File: src/rtl/core/u8a_pkg.sv
// ----------------------------------------------------------------------------
// u8a_pkg
// Shared types, constants and the code point mapping for the UTF-8 to
// ASCII sanitizer.
// ----------------------------------------------------------------------------
package u8a_pkg;

    // Decoder phase: which part of a multi-byte sequence is awaited
    typedef enum logic [1:0] {
        PHASE_IDLE        = 2'd0,
        PHASE_TWO_WAIT1   = 2'd1,
        PHASE_THREE_WAIT2 = 2'd2,
        PHASE_THREE_WAIT1 = 2'd3
    } phase_t;

    localparam int CHAR_W    = 7;
    localparam int PARTIAL_W = 10;

    // Mapped code points
    localparam logic [15:0] CP_LSQUO  = 16'h2018;
    localparam logic [15:0] CP_RSQUO  = 16'h2019;
    localparam logic [15:0] CP_LDQUO  = 16'h201C;
    localparam logic [15:0] CP_RDQUO  = 16'h201D;
    localparam logic [15:0] CP_ENDASH = 16'h2013;
    localparam logic [15:0] CP_EMDASH = 16'h2014;
    localparam logic [15:0] CP_ELLIP  = 16'h2026;

    // ASCII replacements and pass-through codes
    localparam logic [CHAR_W-1:0] CH_APOS   = 7'h27;
    localparam logic [CHAR_W-1:0] CH_DQUOTE = 7'h22;
    localparam logic [CHAR_W-1:0] CH_HYPHEN = 7'h2D;
    localparam logic [CHAR_W-1:0] CH_DOT    = 7'h2E;
    localparam logic [7:0]        BYTE_TAB  = 8'h09;
    localparam logic [7:0]        BYTE_LF   = 8'h0A;
    localparam logic [7:0]        BYTE_SP   = 8'h20;
    localparam logic [7:0]        BYTE_DEL  = 8'h7F;

    // Characters caused by one input byte: a repeat count of one character
    typedef struct packed {
        logic [1:0]        count;
        logic [CHAR_W-1:0] ch;
    } group_t;

    // Map a decoded three-byte code point to its ASCII group
    function automatic group_t map_code_point(input logic [15:0] cp);
        group_t g;
        g.count = 2'd0;
        g.ch    = CH_DOT;
        if (cp == CP_LSQUO || cp == CP_RSQUO) begin
            g.count = 2'd1;
            g.ch    = CH_APOS;
        end else if (cp == CP_LDQUO || cp == CP_RDQUO) begin
            g.count = 2'd1;
            g.ch    = CH_DQUOTE;
        end else if (cp == CP_ENDASH || cp == CP_EMDASH) begin
            g.count = 2'd1;
            g.ch    = CH_HYPHEN;
        end else if (cp == CP_ELLIP) begin
            g.count = 2'd3;
            g.ch    = CH_DOT;
        end
        return g;
    endfunction

endpackage

File: src/rtl/core/utf8_to_ascii_sanitizer.sv
// ----------------------------------------------------------------------------
// A result beat is registered: valid in the cycle after its byte is accepted.
// Throughput: one byte per cycle while the result port is ready; a byte giving
// N characters holds the result register for N beats (three for the ellipsis).
// Reset: synchronous, active low; clears the pending sequence and result.
// ----------------------------------------------------------------------------
// utf8_to_ascii_sanitizer
// Decodes a UTF-8 byte stream and emits sanitized ASCII characters.
// ----------------------------------------------------------------------------
module utf8_to_ascii_sanitizer
    import u8a_pkg::*;
(
    input  logic       aclk,
    input  logic       aresetn,
    input  logic       s_tvalid,
    output logic       s_tready,
    input  logic [7:0] s_tdata,   // [7:0] data_byte
    input  logic       s_tlast,   // piece_end
    output logic       m_tvalid,
    input  logic       m_tready,
    output logic [7:0] m_tdata,   // [6:0] ascii_char, [7] zero
    output logic       m_tlast    // last_of_run
);

    logic              accept;
    logic              free;
    group_t            group;
    logic [CHAR_W-1:0] m_char;

    assign s_tready = free;
    assign accept   = s_tvalid && free;
    assign m_tdata  = {1'b0, m_char};

    u8a_decode u_decode (
        .aclk      (aclk),
        .aresetn   (aresetn),
        .accept    (accept),
        .data_byte (s_tdata),
        .piece_end (s_tlast),
        .group     (group)
    );

    u8a_emit u_emit (
        .aclk     (aclk),
        .aresetn  (aresetn),
        .load     (accept),
        .group    (group),
        .free     (free),
        .m_tvalid (m_tvalid),
        .m_tready (m_tready),
        .m_char   (m_char),
        .m_tlast  (m_tlast)
    );

endmodule

File: src/rtl/core/u8a_decode.sv
// ----------------------------------------------------------------------------
// u8a_decode
// UTF-8 sequence tracker: holds the pending phase and gathered code bits,
// and turns each accepted byte into a group of ASCII characters.
// ----------------------------------------------------------------------------
module u8a_decode
    import u8a_pkg::*;
(
    input  logic       aclk,
    input  logic       aresetn,
    input  logic       accept,
    input  logic [7:0] data_byte,
    input  logic       piece_end,
    output group_t     group
);

    phase_t                 phase_reg, phase_next;
    logic [PARTIAL_W-1:0]   partial_reg, partial_next;

    logic        is_cont;
    logic [15:0] cp3;

    assign is_cont = (data_byte[7:6] == 2'b10);
    assign cp3     = {partial_reg, data_byte[5:0]};

    // Hold phase and partial code
    always_ff @(posedge aclk) begin
        if (!aresetn) begin
            phase_reg   <= PHASE_IDLE;
            partial_reg <= '0;
        end else begin
            phase_reg   <= phase_next;
            partial_reg <= partial_next;
        end
    end

    // Advance the sequence and build the output group
    always_comb begin
        phase_next   = phase_reg;
        partial_next = partial_reg;
        group.count  = 2'd0;
        group.ch     = data_byte[CHAR_W-1:0];
        if (accept) begin
            if (phase_reg != PHASE_IDLE && is_cont) begin
                unique case (phase_reg)
                    PHASE_TWO_WAIT1: begin
                        // Two-byte code points never reach a mapped value
                        phase_next   = PHASE_IDLE;
                        partial_next = '0;
                    end
                    PHASE_THREE_WAIT2: begin
                        partial_next = {partial_reg[3:0], data_byte[5:0]};
                        phase_next   = PHASE_THREE_WAIT1;
                    end
                    PHASE_THREE_WAIT1: begin
                        group        = map_code_point(cp3);
                        phase_next   = PHASE_IDLE;
                        partial_next = '0;
                    end
                    default: begin
                        phase_next   = PHASE_IDLE;
                        partial_next = '0;
                    end
                endcase
            end else begin
                // Start fresh: pass printable ASCII, tab or newline, open a new sequence or drop
                phase_next   = PHASE_IDLE;
                partial_next = '0;
                if (data_byte == BYTE_LF || data_byte == BYTE_TAB ||
                    (data_byte >= BYTE_SP && data_byte < BYTE_DEL)) begin
                    group.count = 2'd1;
                end else if (data_byte[7:5] == 3'b110) begin
                    partial_next = {5'd0, data_byte[4:0]};
                    phase_next   = PHASE_TWO_WAIT1;
                end else if (data_byte[7:4] == 4'b1110) begin
                    partial_next = {6'd0, data_byte[3:0]};
                    phase_next   = PHASE_THREE_WAIT2;
                end
            end
            // Discard any pending sequence at piece end
            if (piece_end) begin
                phase_next   = PHASE_IDLE;
                partial_next = '0;
            end
        end
    end

endmodule

File: src/rtl/core/u8a_emit.sv
// ----------------------------------------------------------------------------
// u8a_emit
// Result register: holds one character group and sends it as zero to three
// beats, flagging the last one.
// ----------------------------------------------------------------------------
module u8a_emit
    import u8a_pkg::*;
(
    input  logic              aclk,
    input  logic              aresetn,
    input  logic              load,
    input  group_t            group,
    output logic              free,
    output logic              m_tvalid,
    input  logic              m_tready,
    output logic [CHAR_W-1:0] m_char,
    output logic              m_tlast
);

    logic [1:0]        count_reg, count_next;
    logic [CHAR_W-1:0] char_reg, char_next;

    assign m_tvalid = (count_reg != 2'd0);
    assign m_tlast  = (count_reg == 2'd1);
    assign m_char   = char_reg;
    // Free when empty or when the final beat leaves this cycle
    assign free     = (count_reg == 2'd0) || (count_reg == 2'd1 && m_tready);

    always_ff @(posedge aclk) begin
        if (!aresetn) begin
            count_reg <= 2'd0;
        end else begin
            count_reg <= count_next;
        end
        char_reg <= char_next;
    end

    // Load a new group or count down sent beats
    always_comb begin
        count_next = count_reg;
        char_next  = char_reg;
        if (load) begin
            count_next = group.count;
            char_next  = group.ch;
        end else if (m_tvalid && m_tready) begin
            count_next = count_reg - 2'd1;
        end
    end

endmodule

File: config.mk
export PLATFORM = sky130hd
export DESIGN_NAME = utf8_to_ascii_sanitizer
export DESIGN_NICKNAME = d
export VERILOG_FILES = /design/src/rtl/core/u8a_pkg.sv /design/src/rtl/core/utf8_to_ascii_sanitizer.sv /design/src/rtl/core/u8a_decode.sv /design/src/rtl/core/u8a_emit.sv
export SDC_FILE = /design/constraint.sdc
export NUM_CORES = 1
export LEC_CHECK = 0
export BUFFER_PORTS_ARGS = -buffer_cell sky130_fd_sc_hd__buf_2
export CORE_MARGIN = 2
export CORE_UTILIZATION = 55
export CTS_CLUSTER_SIZE = 8
export DETAILED_ROUTE_END_ITERATION = 6
export PLACE_DENSITY = 0.78
export SLEW_MARGIN = 10
export SYNTH_ARGS = -nofsm -noshare
export SYNTH_HDL_FRONTEND = slang
export SYNTH_SLANG_ARGS = --single-unit
File: constraint.sdc
create_clock -name aclk -period 3.4 [get_ports aclk]
set_clock_uncertainty 0.1 [all_clocks]
set_input_delay 0.51 -clock aclk [delete_from_list [all_inputs] [get_ports aclk]]
set_output_delay 0.51 -clock aclk [all_outputs]
set_load 0.02 [all_outputs]
# After elaboration in Yosys (flattened, before gate mapping)
# Index checks and enable logic that the tools add are counted.
[word_totals] reg_bits=21 output_inout_bits=11 elab_cells=59
[classes] mux=22 order_cmp=2 eq_ne=15 n_reduce_logical=15 add_sub_neg=1
[op_table] operator="== test 16 x 14 -> 1 bit (second input constant)" count=7
[op_table] operator="two-way mux 10 bit" count=5
[op_table] operator="two-way mux 9 bit" count=5
[op_table] operator="two-way mux 2 bit" count=9
[op_table] operator="== test 8 x 4 -> 1 bit (second input constant)" count=2
[op_table] operator=">= comparator 8 x 6 -> 1 bit (second input constant)" count=1
[op_table] operator="< comparator 8 x 7 -> 1 bit (second input constant)" count=1
[op_table] operator="two-way mux 7 bit" count=1
[op_table] operator="== test 2 bit (second input constant)" count=3
[op_table] operator="logical OR 1 bit" count=6
[op_table] operator="nonzero test 2 bit" count=3
[op_table] operator="logical AND 1 bit" count=5
[op_table] operator="== test 4 bit (second input constant)" count=1
[op_table] operator="two-way mux 4 bit" count=1
[op_table] operator="== test 3 bit (second input constant)" count=1
[op_table] operator="== test 2 x 1 -> 1 bit (second input constant)" count=1
[op_table] operator="logical NOT 2 bit" count=1
[op_table] operator="subtractor 2 x 1 -> 2 bit (second input constant)" count=1
[op_table] operator="two-way mux 1 bit" count=1

# Logic depth before layout (Yosys ltp)
# Gate-level depths: netlist (run 1).
[depth] depth_word=8 depth_mapped=7 depth_no_buf=7

# Cells and area by module
# A second synthesis (run 1) with hierarchy kept.
[hier_totals] hier_cells=123 area_unflattened_um2=1132.3
[modules_own_cells] module="u8a_decode" area_per_inst_um2=758.2 n_inst=1 cells_each=95
[modules_own_cells] module="u8a_emit" area_per_inst_um2=356.6 n_inst=1 cells_each=25
[modules_own_cells] module="utf8_to_ascii_sanitizer" area_per_inst_um2=17.5 n_inst=1 cells_each=3

# Worst setup path after synthesis (run 1)
# Ideal clock, no wire load.
[synth_timing] path_type="register to register" from="register u_emit.count_reg[1]" to="register u_decode.partial_reg[4]" setup_time_ns=0.070 period_less_slack_ns=1.725 slack_ns=1.675 arrival_time_ns=1.555 path_buffers=0 stages_incl_launch_ff=7 path_cell_list="dfxtp_1 -> inv_1 -> ha_1 -> a21o_4 -> nand2_4 -> or4_1 -> a21boi_1"
[synth_via] elab_chain_cells=4
[synth_lines] item="from (decl)" line_no="u8a_emit.sv:20" source="logic [1:0] count_reg, count_next;"
[synth_lines] item="from (signal assigned)" line_no="u8a_emit.sv:33" source="count_reg <= count_next;"
[synth_lines] item="== test 2 x 1 -> 1 bit"
[synth_lines] item="named net m_tlast" line_no="utf8_to_ascii_sanitizer.sv:22" source="output logic m_tlast"
[synth_lines] item="logical AND 1 bit" line_no="u8a_emit.sv:27" source="assign free = (count_reg == 2'd0) || (count_reg == 2'd1 && m_tready);"
[synth_lines] item="logical OR 1 bit" line_no="u8a_emit.sv:27"
[synth_lines] item="named net s_tready" line_no="utf8_to_ascii_sanitizer.sv:16" source="output logic s_tready,"
[synth_lines] item="logical AND 1 bit" line_no="utf8_to_ascii_sanitizer.sv:31" source="assign accept = s_tvalid && free;"
[synth_lines] item="to (signal assigned)" line_no="u8a_decode.sv:33" source="partial_reg <= partial_next;"
[synth_lines] item="to (decl)" line_no="u8a_decode.sv:18" source="logic [PARTIAL_W-1:0] partial_reg, partial_next;"
# The timed path passes the listed nets, and every way through them passes these cells.
# A chain may end at the register's enable or synchronous reset.

# Worst setup path in the final report (run 1)
[layout_timing] from="register u_emit.count_reg[0]" to="output port s_tready"
[layout_via] elab_chain_cells=3
[layout_lines] item="== test 2 x 1 -> 1 bit" line_no="u8a_emit.sv:27"
[layout_lines] item="logical AND 1 bit" line_no="u8a_emit.sv:27"
[layout_lines] item="logical OR 1 bit (*)" line_no="u8a_emit.sv:27"
[layout_lines] item="to (decl)" line_no="utf8_to_ascii_sanitizer.sv:16"
# Mark *: on every way between the ends. The rest lies on a longest branch, timed or not.

==> results.md, run 1 <==
- HP Start: u_decode.partial_reg[4]
- Final Cycle Share: 57.5%
- Crit end category: primary output
- #FFs+latches synth: 21
- Die area: 2580 sq um
- CP Buf/Inv Count: 2
- Total number of vias: 992
- DRT Pass-1 Iters: 4
- Synth warnings: 0
- Layout cells sized above 1: 27.3%
- Commonest non-fill, non-tap cell in the layout: buf_2
- R2R cell count: 7
- CTS resizes: 0
- Global-route wire length before repair: 3.94 mm
- Worst hold endpoint: u_decode.partial_reg[4]
- Max incr delay on CP: roughly 0.37 ns
- Async S/R FF share, synth: 0%
- DP Wirelength: 1.84 mm
- Crit path max fanout: 4
- TNS Setup: 0 ns
- Top Family by Delay on Critical Path: flip-flops
- Most frequent cells in the layout: buf_2 (22), dfxtp_1 (14), inv_1 (9)
- Number of synthesized flops with an enable pin: 7
- Fin crit period: 1.95 ns
- Max-cap viol count: 0
- Final nets: 155
- Worst setup SP type: flip-flop
- Slowest cell on crit path: dfxtp_1
- Total Routed Length: 2.38 mm
- Overall Global Routing Usage: 20.4%
- Crit path arrival time: 1.34 ns
- CTS HTree Levels: 1
- Antenna violations before repair: 0
- Reg2Reg Setup Slack: roughly 1.6 ns
- Synth unique cells: 49
- Fin util: 66.1%
- Post-synthesis sequential area ratio: 40.8%
- Crit-path cells: inv_1 -> ha_1 -> a21o_4 -> buf_2
- Die width: 50.8 um
- Final Hold Viols: 0
- Pleak: 0.488 nW
- Data required, critical path: 2.79 ns
- Min-Delay Path Class: flip-flop to flip-flop
- Final Setup Violations: 0
- Top FF cell, synth: dfxtp_1
- Die H: 50.8 um
- Clock-pin transition on the worst setup and hold timing paths: 0.11 ns
- Area growth, synth to finish: 9.99%
- Post-CTS Hold Buffers: 0
- Synth Net Count: 137
- CTS root buf: clkbuf_4
- Hold Path Stages: 2
- Largest net degree at the start of global routing: 19
- Top achievable clock speed: 512 MHz
- DRC Markers: 0
- Antenna viol nets, final: 0
- Iter 0 DRT Violations: 14
- Worst-skew pair later-pin latency: 0.30 ns
- RSZ-0062 raised after global routing: no
- Status: complete, no violations
- Area of the mapped netlist: about 1200 sq um
- Slew HR: 61.2%
- Port buffer count: 22
- Synth Area per Inst: 9.86 sq um
- Initial Util: 60.1%
- GR Overflow Total: 0
- Core area: 2000 sq um
- Cells after Synth: between 100 and 150
- Via density: 5.98
- Worst setup path class: flip-flop to primary output
- Drt wl/cell: 14.3 um
- Row count: 16
- Diode count: 0
- Max VDD drop: 0.332 mV
- Actual slew at the worst max-slew pin: 0.568 ns
- Clock Path Buffers: 2
- Final GP Congestion: 0.903
- Number of flip-flops in the largest register: 10
- Worst R2R End: u_emit.count_reg[0]
- CTS sink count: 21
- Power Density: 403 nW/um^2
- Pins Over Slew Limit: 0
- Ports: 24
- R2r startpoint: u_emit.count_reg[0]
- WP depth: 4
- CTS tree: built
- Post-CTS Setup Bufs: 0
- Vias in the first global route: 904
- CTS buffer count: 3
==> cells by family (layout without fill, tap and decap cells) <==
family | after synthesis | count (layout) | synth area share [%]
AO/OA/AOI/OAI | 34 | 34 | 21.5
XOR/XNOR | 1 | 1 | 0.729
adder cells (fa/ha/maj) | 2 | 2 | 2.08
buffers and inverters | 18 | 35 | 7.07
flip-flops | 21 | 21 | 40.8
multiplexers | 1 | 1 | 0.936
other | 1 | 1 | 0.312
AND/OR/NAND/NOR | 44 | 44 | 26.5
==> worst max-delay path by stage <==
| stage | from | end | slack (ns) |
|---|---|---|---|
| floorplan | u_emit.count_reg[1] | u_decode.partial_reg[4] | 1.67 |
| global placement | s_tdata[6] | u_emit.m_char[2] | 1.62 |
| detailed placement | s_tdata[6] | u_emit.m_char[2] | 1.55 |
| CTS | u_emit.count_reg[0] | s_tready | 1.44 |
| global route | u_emit.count_reg[0] | s_tready | 1.37 |
| finish | u_emit.count_reg[0] | s_tready | 1.45 |
==> layout make-up <==
type / count / area [sq um]
fill: 175 / 679
multi-input combinational: 83 / 627
sequential: 21 / 490
timing repair buffer: 22 / 110
inverter: 9 / 33.8
tap: 27 / 33.8
clock buffer: 3 / 22.5
clock inverter: 1 / 5.00
==> through the flow <==
stage,setup WS (ns),total power [mW],instances,hold slack (ns),instance area (sq um)
global placement,1.62,0.416,162,0.342,1290
global route,1.37,0.563,166,0.391,1320
floorplan,1.67,0.386,122,0.331,1200
CTS,1.44,0.536,166,0.364,1320
finish,1.45,0.533,166,0.362,1320
detailed placement,1.55,0.420,162,0.347,1290
==> cells in the mapped netlist (2+ instances only) <==
cell type  number  area [sq um]
or3_1           2          12.5
clkbuf_1        4          15.0
nor3b_1         2          15.0
a21oi_1         3          15.0
edfxtp_1        7           210
o31ai_1         2          15.0
a32o_1          4          40.0
a22oi_1         5          37.5
nor2b_1         7          43.8
buf_4           2          15.0
and4bb_2        2          25.0
dfxtp_1        14           280
nor2_1          6          22.5
a31oi_1         3          18.8
a21boi_1        2          15.0
nand2b_1        3          18.8
nor3_2          2          20.0
nor3_1          2          10.0
o21ai_0         4          20.0
a21boi_0        2          15.0
buf_2           2          10.0
ha_1            2          25.0
inv_1           9          33.8
nand2_1         6          22.5
==> worst register-to-register path: stages (launching register included) <==
cell,delay (ns)
dfxtp_1,0.37
inv_1,0.06
ha_1,0.24
a21o_4,0.22
nand2_4,0.17
inv_1,0.20
o31ai_1,0.29
a31oi_1,0.06
==> metal layers <==
metal  vias to the layer above  part of all wire [%]  GRT usage, %
met5                         -                     0             0
met4                         0                   4.2          12.2
met3                        13                   5.9          3.27
met2                        40                    46          32.9
met1                       447                    43          25.4
li1                        492                     -             -
==> report_power, final <==
part           switching (mW)  internal [mW]  total [mW]
Sequential            0.00507          0.276       0.281
Clock                  0.0753         0.0439       0.119
Combinational          0.0853         0.0470       0.132
Total                   0.166          0.367       0.533
Note: power is estimated with default switching activity, not from simulation.
==> inputs of run 2 (changes only) <==
CORE_UTILIZATION = 53   (was 55)
PLACE_DENSITY = 0.75   (was 0.78)
clock period = 1.9 ns   (was 3.4 ns; I/O delays follow)
==> results.md, run 2 (synthesis results as in run 1) <==
- Placement Cell Area: 1300 sq um
- Final Setup Violations: 0
- Row count: 17
- GR Overflow Total: 0
- Die H: approximately 52 um
- DP Wirelength: 1.81 mm
- Data required, critical path: ~1.5 ns
- Ports: 24
- CTS sink count: 21
- Iter 0 DRT Violations: 29
- Crit path max fanout: 4
- CTS root buf: clkbuf_4
- CTS HTree Levels: 1
- R2R cell count: 6
- Clock-pin transition on the worst setup and hold timing paths: about 0.11 ns
- Final nets: 156
- Area of the multi-input gates: 627 sq um
- Total Routed Length: 2.38 mm
- Post-CTS Setup Bufs: 0
- Number of flip-flops in the largest register: 10
- Crit end category: primary output
- DRT Pass-1 Iters: 4
- Pins Over Slew Limit: 0
- Final GP Congestion: just over 0.8
- Actual slew at the worst max-slew pin: 0.604 ns
- Antenna viol nets, final: 0
- Critical Path Start: u_emit.count_reg[0]
- Max-cap viol count: 0
- Hold Path Stages: 1
- Min-Delay Path Class: primary input to flip-flop
- Final std cell area, no fill: 1330 sq um
- Sequential cell area: between 400 and 500 sq um
- Largest net degree at the start of global routing: 19
- Worst-skew pair later-pin latency: roughly 0.3 ns
- Pleak: a little under 0.5 nW
- Via density: 5.79
- RSZ-0062 raised after global routing: no
- Diode count: 0
- Worst setup path class: flip-flop to primary output
- Final Cycle Share: 91.8%
- Reg2Reg Setup Slack: approximately 0.17 ns
- Worst setup SP type: flip-flop
- Final setup margin: 0.156 ns
- Drt wl/cell: around 14 um
- Overall power: roughly 0.95 mW
- Die width: 51.6 um
- Final Hold Viols: 0
- Fin crit period: 1.74 ns
- Crit path arrival time: 1.36 ns
- Port buffer count: 22
- Die area: 2670 sq um
- Global-route wire length before repair: 4.05 mm
- Commonest non-fill, non-tap cell in the layout: buf_2
- Pre-CTS setup slack: ~0.18 ns
- CTS buffer count: 3
- Top achievable clock speed: 573 MHz
- Most frequent cells in the layout: buf_2 (22), dfxtp_1 (14), inv_1 (9)
- Slew HR: 58.7%
- TNS Setup: 0 ns
- Antenna violations before repair: 0
- Post-CTS Hold Buffers: 0
- Layout cells sized above 1: 27.1%
- Max VDD drop: 0.542 mV
- DRC Markers: 0
- Overall Global Routing Usage: 20.8%
- Total number of vias: 973
- Initial Util: between 50% and 60%
- Power Density: around 700 nW/um^2
- Clock Path Buffers: 2
- Vias in the first global route: 907
- Final-layout fill cell count: between 150 and 200
- R2r startpoint: u_emit.count_reg[0]
- CTS tree: built
- Area growth, synth to finish: 10.6%
- Status: complete, no violations
- HP Start: s_tdata[6]
- CTS resizes: 0
- Core area: 2170 sq um
-- run 2: layer usage --
layer | track usage [%] | wire length [um] | up-vias
li1 | - | - | 488
met1 | 23.8 | 964 | 442
met2 | 35.7 | 1230 | 33
met3 | 3.74 | 104 | 10
met4 | 13.2 | 85 | 0
met5 | 0 | 0 | -
-- run 2: worst paths after layout --
check	end
max	s_tready
min	u_emit.m_char[6]
max reg2reg	u_decode.partial_reg[4]
min reg2reg	u_decode.partial_reg[4]
-- run 2: worst max-delay path: stages (launching register included) --
cell     delay, ns
dfxtp_1       0.37
inv_1         0.07
ha_1          0.25
a21o_4        0.21
buf_2         0.16
-- run 2: stage by stage --
| stage | cells | hold slack (ns) | utilization [%] |
|---|---|---|---|
| after detailed placement | 164 | 0.358 | 60.1 |
| after global routing | 168 | 0.206 | 61.3 |
| after CTS | 168 | 0.199 | 61.3 |
| after floorplan | 122 | 0.311 | - |
| final | 168 | 0.213 | 61.3 |
| after global placement | 164 | 0.337 | 60.1 |
-- run 2: final cells by class --
class	instances	share of cell area, %
Multi-Input combinational cell	83	47.1
Sequential cell	21	36.9
Timing Repair Buffer	23	8.84
Tap cell	28	2.63
Inverter	9	2.54
Clock buffer	4	1.98
-- run 2: power breakdown --
group | switching [mW] | internal, mW | total (mW) | leakage (nW)
sequential | 0.00919 | 0.494 | 0.503 | 0.180
combinational | 0.151 | 0.0885 | 0.240 | 0.295
clock | 0.126 | 0.0818 | 0.208 | 0.0150
